`src/rtl/core/lsdrs_pkg.sv`:
```
// Shared constants and the digit extraction function of the LSD radix sort unit.
package lsdrs_pkg;

   localparam int CAPACITY   = 64;
   localparam int KEY_BITS   = 32;
   localparam int DIGIT_BITS = 1;

   localparam int KEY_W  = 32;
   localparam int RADIX  = 1 << DIGIT_BITS;
   localparam int PASSES = (KEY_BITS + DIGIT_BITS - 1) / DIGIT_BITS;
   localparam int ADDR_W = $clog2(CAPACITY);
   localparam int CNT_W  = $clog2(CAPACITY + 1);
   localparam int PASS_W = $clog2(PASSES + 1);

   localparam logic [63:0] SORT_MASK =
      (KEY_BITS >= 64) ? {64{1'b1}} : ((64'd1 << KEY_BITS) - 64'd1);

   function automatic logic [DIGIT_BITS-1:0] digit_of(input logic [KEY_W-1:0] key,
                                                      input logic [PASS_W-1:0] pass);
      logic [63:0] masked;
      logic [63:0] shifted;
      int          shift;
      masked  = {{(64 - KEY_W){1'b0}}, key} & SORT_MASK;
      shift   = int'(pass) * DIGIT_BITS;
      shifted = masked >> shift;
      return shifted[DIGIT_BITS-1:0];
   endfunction

endpackage

```
`src/rtl/core/lsd_radix_sort_unit.sv`:
```
// LSD radix sort unit: key loading, counting, prefix, scatter and output sequencing.
//
// Usage: keys enter on the req_ channel, one per transfer, with req_is_final set on
// the last key of a set. Up to 64 keys are held; further keys of the set are
// discarded and every result of that set then carries rsp_keys_dropped.
// The final transfer starts the sort and req_stall stays high until the last
// sorted key has left. The keys sit in two single-port-read memories used as
// ping-pong buffers; each pass reads every key once to count digits, walks the
// digit counters once to form start positions and reads every key again to
// scatter it into the other buffer.
// The memory read port, used once per key per phase, sets the time a sort takes.
// Sorted keys then leave in ascending unsigned order, one at a time, since the next
// key is read only once the previous result has been taken; rsp_end_of_run marks
// the last one. A stalled result holds in the output register until its transfer
// completes.
// Reset returns the unit to loading an empty set; memory contents are not cleared.
module lsd_radix_sort_unit
   import lsdrs_pkg::*;
(
   input  logic             clock,
   input  logic             reset,
   input  logic             req_valid,
   output logic             req_stall,
   input  logic [KEY_W-1:0] req_key_value,
   input  logic             req_is_final,
   output logic             rsp_valid,
   input  logic             rsp_stall,
   output logic [KEY_W-1:0] rsp_sorted_value,
   output logic             rsp_end_of_run,
   output logic             rsp_keys_dropped
);

   localparam logic [2:0] S_LOAD   = 3'd0;
   localparam logic [2:0] S_COUNT  = 3'd1;
   localparam logic [2:0] S_PREFIX = 3'd2;
   localparam logic [2:0] S_SCAT   = 3'd3;
   localparam logic [2:0] S_OUT    = 3'd4;

   logic [2:0]            state_ff, state_in;
   logic [CNT_W-1:0]      loaded_ff, loaded_in;
   logic                  overflow_ff, overflow_in;
   logic [PASS_W-1:0]     pass_ff, pass_in;
   logic                  src_ff, src_in;
   logic [CNT_W-1:0]      rd_idx_ff, rd_idx_in;
   logic                  rd_pend_ff, rd_pend_in;
   logic [CNT_W-1:0]      cnt_ff [RADIX];
   logic [CNT_W-1:0]      cnt_in [RADIX];
   logic [CNT_W-1:0]      sum_ff, sum_in;
   logic [DIGIT_BITS-1:0] dig_ff, dig_in;
   logic                  rsp_valid_ff, rsp_valid_in;
   logic [KEY_W-1:0]      rsp_value_ff, rsp_value_in;
   logic                  rsp_end_ff, rsp_end_in;
   logic                  rsp_drop_ff, rsp_drop_in;

   logic [KEY_W-1:0]      mem0 [CAPACITY];
   logic [KEY_W-1:0]      mem1 [CAPACITY];
   logic [KEY_W-1:0]      mem0_rd_ff;
   logic [KEY_W-1:0]      mem1_rd_ff;
   logic                  mem0_we;
   logic                  mem1_we;
   logic [ADDR_W-1:0]     wr_addr;
   logic [KEY_W-1:0]      wr_data;
   logic [ADDR_W-1:0]     rd_addr;

   logic [KEY_W-1:0]      rd_data;
   logic [DIGIT_BITS-1:0] rd_digit;
   logic                  rd_more;
   logic                  rd_issue;
   logic                  req_accept;
   logic                  rsp_accept;
   logic                  phase_done;

   assign req_stall  = (state_ff != S_LOAD);
   assign req_accept = req_valid && !req_stall;
   assign rsp_accept = rsp_valid_ff && !rsp_stall;
   assign rd_data    = src_ff ? mem1_rd_ff : mem0_rd_ff;
   assign rd_digit   = digit_of(rd_data, pass_ff);
   assign rd_more    = (rd_idx_ff < loaded_ff);
   assign phase_done = !rd_more && !rd_pend_ff;
   assign rd_addr    = rd_idx_ff[ADDR_W-1:0];

   assign rsp_valid        = rsp_valid_ff;
   assign rsp_sorted_value = rsp_value_ff;
   assign rsp_end_of_run   = rsp_end_ff;
   assign rsp_keys_dropped = rsp_drop_ff;

   always_comb begin
      state_in     = state_ff;
      loaded_in    = loaded_ff;
      overflow_in  = overflow_ff;
      pass_in      = pass_ff;
      src_in       = src_ff;
      rd_idx_in    = rd_idx_ff;
      rd_pend_in   = rd_pend_ff;
      cnt_in       = cnt_ff;
      sum_in       = sum_ff;
      dig_in       = dig_ff;
      rsp_valid_in = rsp_valid_ff;
      rsp_value_in = rsp_value_ff;
      rsp_end_in   = rsp_end_ff;
      rsp_drop_in  = rsp_drop_ff;
      mem0_we      = 1'b0;
      mem1_we      = 1'b0;
      wr_addr      = loaded_ff[ADDR_W-1:0];
      wr_data      = req_key_value;
      rd_issue     = 1'b0;

      unique case (state_ff)
         S_LOAD: begin
            if (req_accept) begin
               if (loaded_ff < CNT_W'(CAPACITY)) begin
                  mem0_we   = 1'b1;
                  loaded_in = loaded_ff + CNT_W'(1);
               end else begin
                  overflow_in = 1'b1;
               end
               if (req_is_final) begin
                  state_in   = S_COUNT;
                  pass_in    = '0;
                  src_in     = 1'b0;
                  rd_idx_in  = '0;
                  rd_pend_in = 1'b0;
                  for (int j = 0; j < RADIX; j++) begin
                     cnt_in[j] = '0;
                  end
               end
            end
         end
         S_COUNT: begin
            rd_issue   = rd_more;
            rd_pend_in = rd_issue;
            rd_idx_in  = rd_idx_ff + CNT_W'(rd_issue);
            if (rd_pend_ff) begin
               cnt_in[rd_digit] = cnt_ff[rd_digit] + CNT_W'(1);
            end
            if (phase_done) begin
               state_in = S_PREFIX;
               dig_in   = '0;
               sum_in   = '0;
            end
         end
         S_PREFIX: begin
            cnt_in[dig_ff] = sum_ff;
            sum_in         = sum_ff + cnt_ff[dig_ff];
            dig_in         = dig_ff + DIGIT_BITS'(1);
            if (dig_ff == {DIGIT_BITS{1'b1}}) begin
               state_in   = S_SCAT;
               rd_idx_in  = '0;
               rd_pend_in = 1'b0;
            end
         end
         S_SCAT: begin
            rd_issue   = rd_more;
            rd_pend_in = rd_issue;
            rd_idx_in  = rd_idx_ff + CNT_W'(rd_issue);
            if (rd_pend_ff) begin
               wr_addr          = cnt_ff[rd_digit][ADDR_W-1:0];
               wr_data          = rd_data;
               mem0_we          = src_ff;
               mem1_we          = !src_ff;
               cnt_in[rd_digit] = cnt_ff[rd_digit] + CNT_W'(1);
            end
            if (phase_done) begin
               src_in     = !src_ff;
               rd_idx_in  = '0;
               rd_pend_in = 1'b0;
               for (int j = 0; j < RADIX; j++) begin
                  cnt_in[j] = '0;
               end
               if (pass_ff == PASS_W'(PASSES - 1)) begin
                  state_in = S_OUT;
               end else begin
                  pass_in  = pass_ff + PASS_W'(1);
                  state_in = S_COUNT;
               end
            end
         end
         S_OUT: begin
            rd_issue   = rd_more && !rd_pend_ff && !rsp_valid_ff;
            rd_pend_in = rd_issue;
            rd_idx_in  = rd_idx_ff + CNT_W'(rd_issue);
            if (rd_pend_ff) begin
               rsp_valid_in = 1'b1;
               rsp_value_in = rd_data;
               rsp_end_in   = !rd_more;
               rsp_drop_in  = overflow_ff;
            end else if (rsp_accept) begin
               rsp_valid_in = 1'b0;
               if (rsp_end_ff) begin
                  state_in    = S_LOAD;
                  loaded_in   = '0;
                  overflow_in = 1'b0;
               end
            end
         end
         default: begin
            state_in = S_LOAD;
         end
      endcase
   end

   always_ff @(posedge clock) begin
      if (reset) begin
         state_ff     <= S_LOAD;
         loaded_ff    <= '0;
         overflow_ff  <= 1'b0;
         pass_ff      <= '0;
         src_ff       <= 1'b0;
         rd_idx_ff    <= '0;
         rd_pend_ff   <= 1'b0;
         sum_ff       <= '0;
         dig_ff       <= '0;
         rsp_valid_ff <= 1'b0;
         for (int j = 0; j < RADIX; j++) begin
            cnt_ff[j] <= '0;
         end
      end else begin
         state_ff     <= state_in;
         loaded_ff    <= loaded_in;
         overflow_ff  <= overflow_in;
         pass_ff      <= pass_in;
         src_ff       <= src_in;
         rd_idx_ff    <= rd_idx_in;
         rd_pend_ff   <= rd_pend_in;
         sum_ff       <= sum_in;
         dig_ff       <= dig_in;
         rsp_valid_ff <= rsp_valid_in;
         cnt_ff       <= cnt_in;
      end
   end

   always_ff @(posedge clock) begin
      rsp_value_ff <= rsp_value_in;
      rsp_end_ff   <= rsp_end_in;
      rsp_drop_ff  <= rsp_drop_in;
   end

   always_ff @(posedge clock) begin
      if (mem0_we) begin
         mem0[wr_addr] <= wr_data;
      end
      mem0_rd_ff <= mem0[rd_addr];
   end

   always_ff @(posedge clock) begin
      if (mem1_we) begin
         mem1[wr_addr] <= wr_data;
      end
      mem1_rd_ff <= mem1[rd_addr];
   end

   a_rsp_only_in_output : assert property (@(posedge clock) disable iff (reset)
      rsp_valid_ff |-> (state_ff == S_OUT))
      else $error("Result presented outside the output phase.");

   a_loaded_in_range : assert property (@(posedge clock) disable iff (reset)
      loaded_ff <= CNT_W'(CAPACITY))
      else $error("Loaded key count exceeds the capacity.");

   a_scatter_in_set : assert property (@(posedge clock) disable iff (reset)
      (state_ff == S_SCAT && rd_pend_ff) |-> (cnt_ff[rd_digit] < loaded_ff))
      else $error("Scatter position lies beyond the loaded set.");

   a_return_to_load : assert property (@(posedge clock) disable iff (reset)
      (rsp_accept && rsp_end_ff) |=> (state_ff == S_LOAD && loaded_ff == '0
                                      && !overflow_ff))
      else $error("Unit did not return to an empty set after the last transfer.");

endmodule
```
`config.mk`:
```
export PLATFORM = sky130hd
export DESIGN_NAME = lsd_radix_sort_unit
export DESIGN_NICKNAME = d
export VERILOG_FILES = /design/src/rtl/core/lsdrs_pkg.sv /design/src/rtl/core/lsd_radix_sort_unit.sv
export SDC_FILE = /design/constraint.sdc
export NUM_CORES = 2
export LEC_CHECK = 0
export CAP_MARGIN = 10
export CORE_AREA = 2 2 499 550
export DETAILED_ROUTE_END_ITERATION = 12
export DIE_AREA = 0 0 501 552
export DONT_BUFFER_PORTS = 1
export HOLD_SLACK_MARGIN = 0.03
export PLACE_DENSITY = 0.75
export RECOVER_POWER = 25
export REMOVE_ABC_BUFFERS = 1
export SLEW_MARGIN = 20
export SYNTH_ARGS = -nofsm -noshare
export SYNTH_HDL_FRONTEND = slang
export SYNTH_SLANG_ARGS = --single-unit
export TNS_END_PERCENT = 30
```
`constraint.sdc`:
```
create_clock -name clock -period 7.5 [get_ports clock]
set_input_delay 1.875 -clock clock [delete_from_list [all_inputs] [get_ports clock]]
set_output_delay 1.875 -clock clock [all_outputs]
set_load 0.02 [all_outputs]
```
==> summary.md <==
| Metric | Value |
|---|---|
| Seq cells post-synth | 4240 |
| Slew Viols, Final | 383 |
| HP Start | loaded_ff[6]$_SDFFE_PP0P_ |
| Crit. Startpoint | state_ff[0]$_SDFFE_PP0P_ |
| Max VDD drop | 0.000203 V |
| Actual slew at the worst max-slew pin | 3.16 ns |
| Setup CP Type | flop to flop |
| Area delta synth->final | 11.9% |
| Num ports | 73 |
| Placed cell count | 9847 |
| Period utilization | 88.6% |
| Crit start category | flop |
| Die X | 501 um |
| Maximum buffer depth of the clock tree | 4 |
| Clk sinks | 4240 |
| Mapped cell area | 162000 um2 |
| Register area share after synthesis | 78.0% |
| Maxcap violations | 7 |
| DRT antenna net count | 0 |
| Gate Count Post-Synth | 6511 |
| CTS buffer count | 401 |
| Core Area | 271000 um2 |
| Setup ws final | 0.858 ns |
| Worst-path fanout max | 64 |
| Root Driver | clkbuf_16 |
| Clock Pin Slew Worst Setup and Hold Paths | 0.06 ns |
| DP HPWL | 237 mm |
| Ys Warns | 0 |
| Clock Skew | 0.0650 ns |
| Gpl congestion | 0.974 |
| Status | finished with violations |
| Leading cell type in the layout, fill and taps excluded | edfxtp_1 |
| Floorplan row count | 201 |
| Vias in the first global route | 74600 |
| Initial DRT Pass Iterations | 6 |
| # port buffers | 0 |
| Post-Layout Cell Count | 10600 |
| Post-CTS Resized | 0 |
| GRT Util Overall | 30.1% |
| Hold Violations, Final | 0 |
| Cell leakage power | 53.4 nW |
| Final setup viols | 0 |
| Starting Density | 59.6% |
| FFs w/ async S/R, synth | 0% |
| CP required | 8.14 ns |
| Post-synthesis average cell area | 24.9 um2 |
| Hold buffer count at cts | 0 |
| RSZ-0062 raised after global routing | no |
| Slew HR | -111% |
| Synth unique cells | 67 |
| Crit path time final | 6.64 ns |
| Post-synth EDFFs | 4130 |
| Fin util | 66.7% |
| Fmax | 151 MHz |
| Crit end category | flop |
| WP data arrival | 7.28 ns |
| Post-layout net count | 6786 |
| Die Y | 552 um |
| Total gr overflow | 0 |
| Reg-to-Reg Start | state_ff[0]$_SDFFE_PP0P_ |
| Clock latency on the worst-skew pair | 0.92 ns |
| Power Dens Cells | 268 nW/um2 |
| First-pass GRT wire length | 581 mm |
| Largest net degree at the start of global routing | 129 |
| CTS H-tree lvls | 5 |
| Detailed Route WL | 415 mm |
| Drc violations | 0 |
| Violations in the final reports | capacitance limit, slew limit |
| Via count | 74800 |
| Die area | 277000 um2 |
| Antenna violations before repair | 63 |
| Drt initial violations | 11600 |
| Drt wl/cell | 39.0 um |
| Hold WC Path Type | flop to flop |
| Top FF cell, synth | edfxtp_1 |
| Postcts setup bufs | 0 |
| TritonCTS clock tree | built |
| Post-place setup slack | 1.52 ns |
| DR vias/cell | 7.03 |
| Fraction of layout cells with a size suffix above 1 | 32.2% |
| Commonest cells after routing, fill and taps aside | 4130 x edfxtp_1, 1352 x mux4_2, 405 x clkbuf_16 |
==> per-stage QoR <==
| stage | hold slack [ns] | TNS (ns) | cell area, um2 | total power (W) |
|---|---|---|---|---|
| 6_report | 0.501 | 0 | 181000 | 0.0485 |
| 5_1_grt | 0.541 | 0 | 181000 | 0.0495 |
| 4_1_cts | 0.502 | 0 | 180000 | 0.0486 |
| 3_5_place_dp | 0.474 | 0 | 167000 | 0.0290 |
| 3_3_place_gp | 0.482 | 0 | 167000 | 0.0289 |
| 2_1_floorplan | 0.409 | -3651.35 | 160000 | 0.0297 |
==> layer usage <==
metal	share of wire [%]	vias to the layer above	wire (um)	track usage (%)
li1	-	28800	-	-
met1	34	40000	142000	41.2
met2	49	5179	205000	47.9
met3	11	840	46000	6.26
met4	5.3	26	22000	12.8
met5	0.046	-	189	0
==> critical path, cell delays in order, from the launching register on <==
cell and delay, ns:
dfxtp_1 0.46, inv_1 0.15, nor2_1 0.32, nand2_1 0.26, nor2_4 0.33, clkbuf_1 2.22, mux2_1 1.54, buf_4 0.50
buf_16 0.26
==> synthesized netlist by cell type, drive strengths merged (4+ instances only) <==
| cell type | n | share of area (%) |
|---|---|---|
| a21o | 6 | 0.028 |
| a31oi | 5 | 0.019 |
| xnor2 | 13 | 0.070 |
| mux2i | 10 | 0.062 |
| mux4 | 1358 | 19 |
| or3 | 12 | 0.046 |
| a222oi | 6 | 0.037 |
| nand2b | 7 | 0.027 |
| o22ai | 4 | 0.015 |
| nand2 | 40 | 0.093 |
| nor2b | 5 | 0.019 |
| xor2 | 6 | 0.032 |
| clkbuf | 261 | 0.61 |
| a22o | 6 | 0.032 |
| nand3 | 27 | 0.084 |
| a21oi | 26 | 0.080 |
| a22oi | 9 | 0.042 |
| dfxtp | 110 | 1.4 |
| a221oi | 7 | 0.038 |
| a211oi | 5 | 0.023 |
| inv | 17 | 0.039 |
| mux2 | 78 | 0.55 |
| edfxtp | 4130 | 77 |
| and2 | 5 | 0.019 |
| o21ai | 16 | 0.049 |
| nor3 | 16 | 0.049 |
| ha | 18 | 0.14 |
| nand4 | 5 | 0.019 |
| nor2 | 173 | 0.41 |
| buf | 86 | 0.22 |
==> final timing paths <==
path | endpoint | slack (ns) | depth (start not counted)
max | mem0[47][6]$_DFFE_PP_ | 0.86 | 8
min | overflow_ff$_SDFFE_PP0P_ | 0.50 | 2
max reg2reg | mem0[47][6]$_DFFE_PP_ | 0.86 | 8
min reg2reg | overflow_ff$_SDFFE_PP0P_ | 0.50 | 2
==> flip-flops by register name (all words and copies together) (netlist names), 3 cells and up <==
signal            cells
rsp_sorted_value     32
cnt_ff               12
pass_ff               6
sum_ff                6
mem1_rd_ff           32
mem0_rd_ff           32
state_ff              3
mem1               2048
mem0               2048
loaded_ff             7
rd_idx_ff             7
==> power breakdown <==
group          switching [W]  total (W)  leakage [nW]  internal (W)
sequential         0.0000671     0.0262          38.0        0.0261
clock                0.00873     0.0199          6.20        0.0112
combinational        0.00156    0.00236          9.18      0.000805
==> logic make-up (layout without fill, tap and decap cells) <==
kind of cell / count (synthesis) / after routing / synth area share [%]
other: 0 / 39 / 0
multiplexers: 1446 / 1446 / 19.5
XOR/XNOR: 19 / 19 / 0.103
AND/OR/NAND/NOR: 307 / 307 / 0.841
flip-flops: 4240 / 4240 / 78.0
adder cells (fa/ha/maj): 19 / 19 / 0.152
AO/OA/AOI/OAI: 116 / 116 / 0.507
buffers and inverters: 364 / 905 / 0.865
==> area by class of cell <==
type | count | area [um2]
sequential | 4240 | 126000
fill | 15800 | 90300
multi-input combinational | 1907 | 35300
clock buffer | 489 | 10500
tap | 3552 | 4440
clock inverter | 236 | 2300
timing repair buffer | 163 | 2090
antenna | 39 | 97.6
inverter | 17 | 63.8
Power figures use the tool's default switching activity.
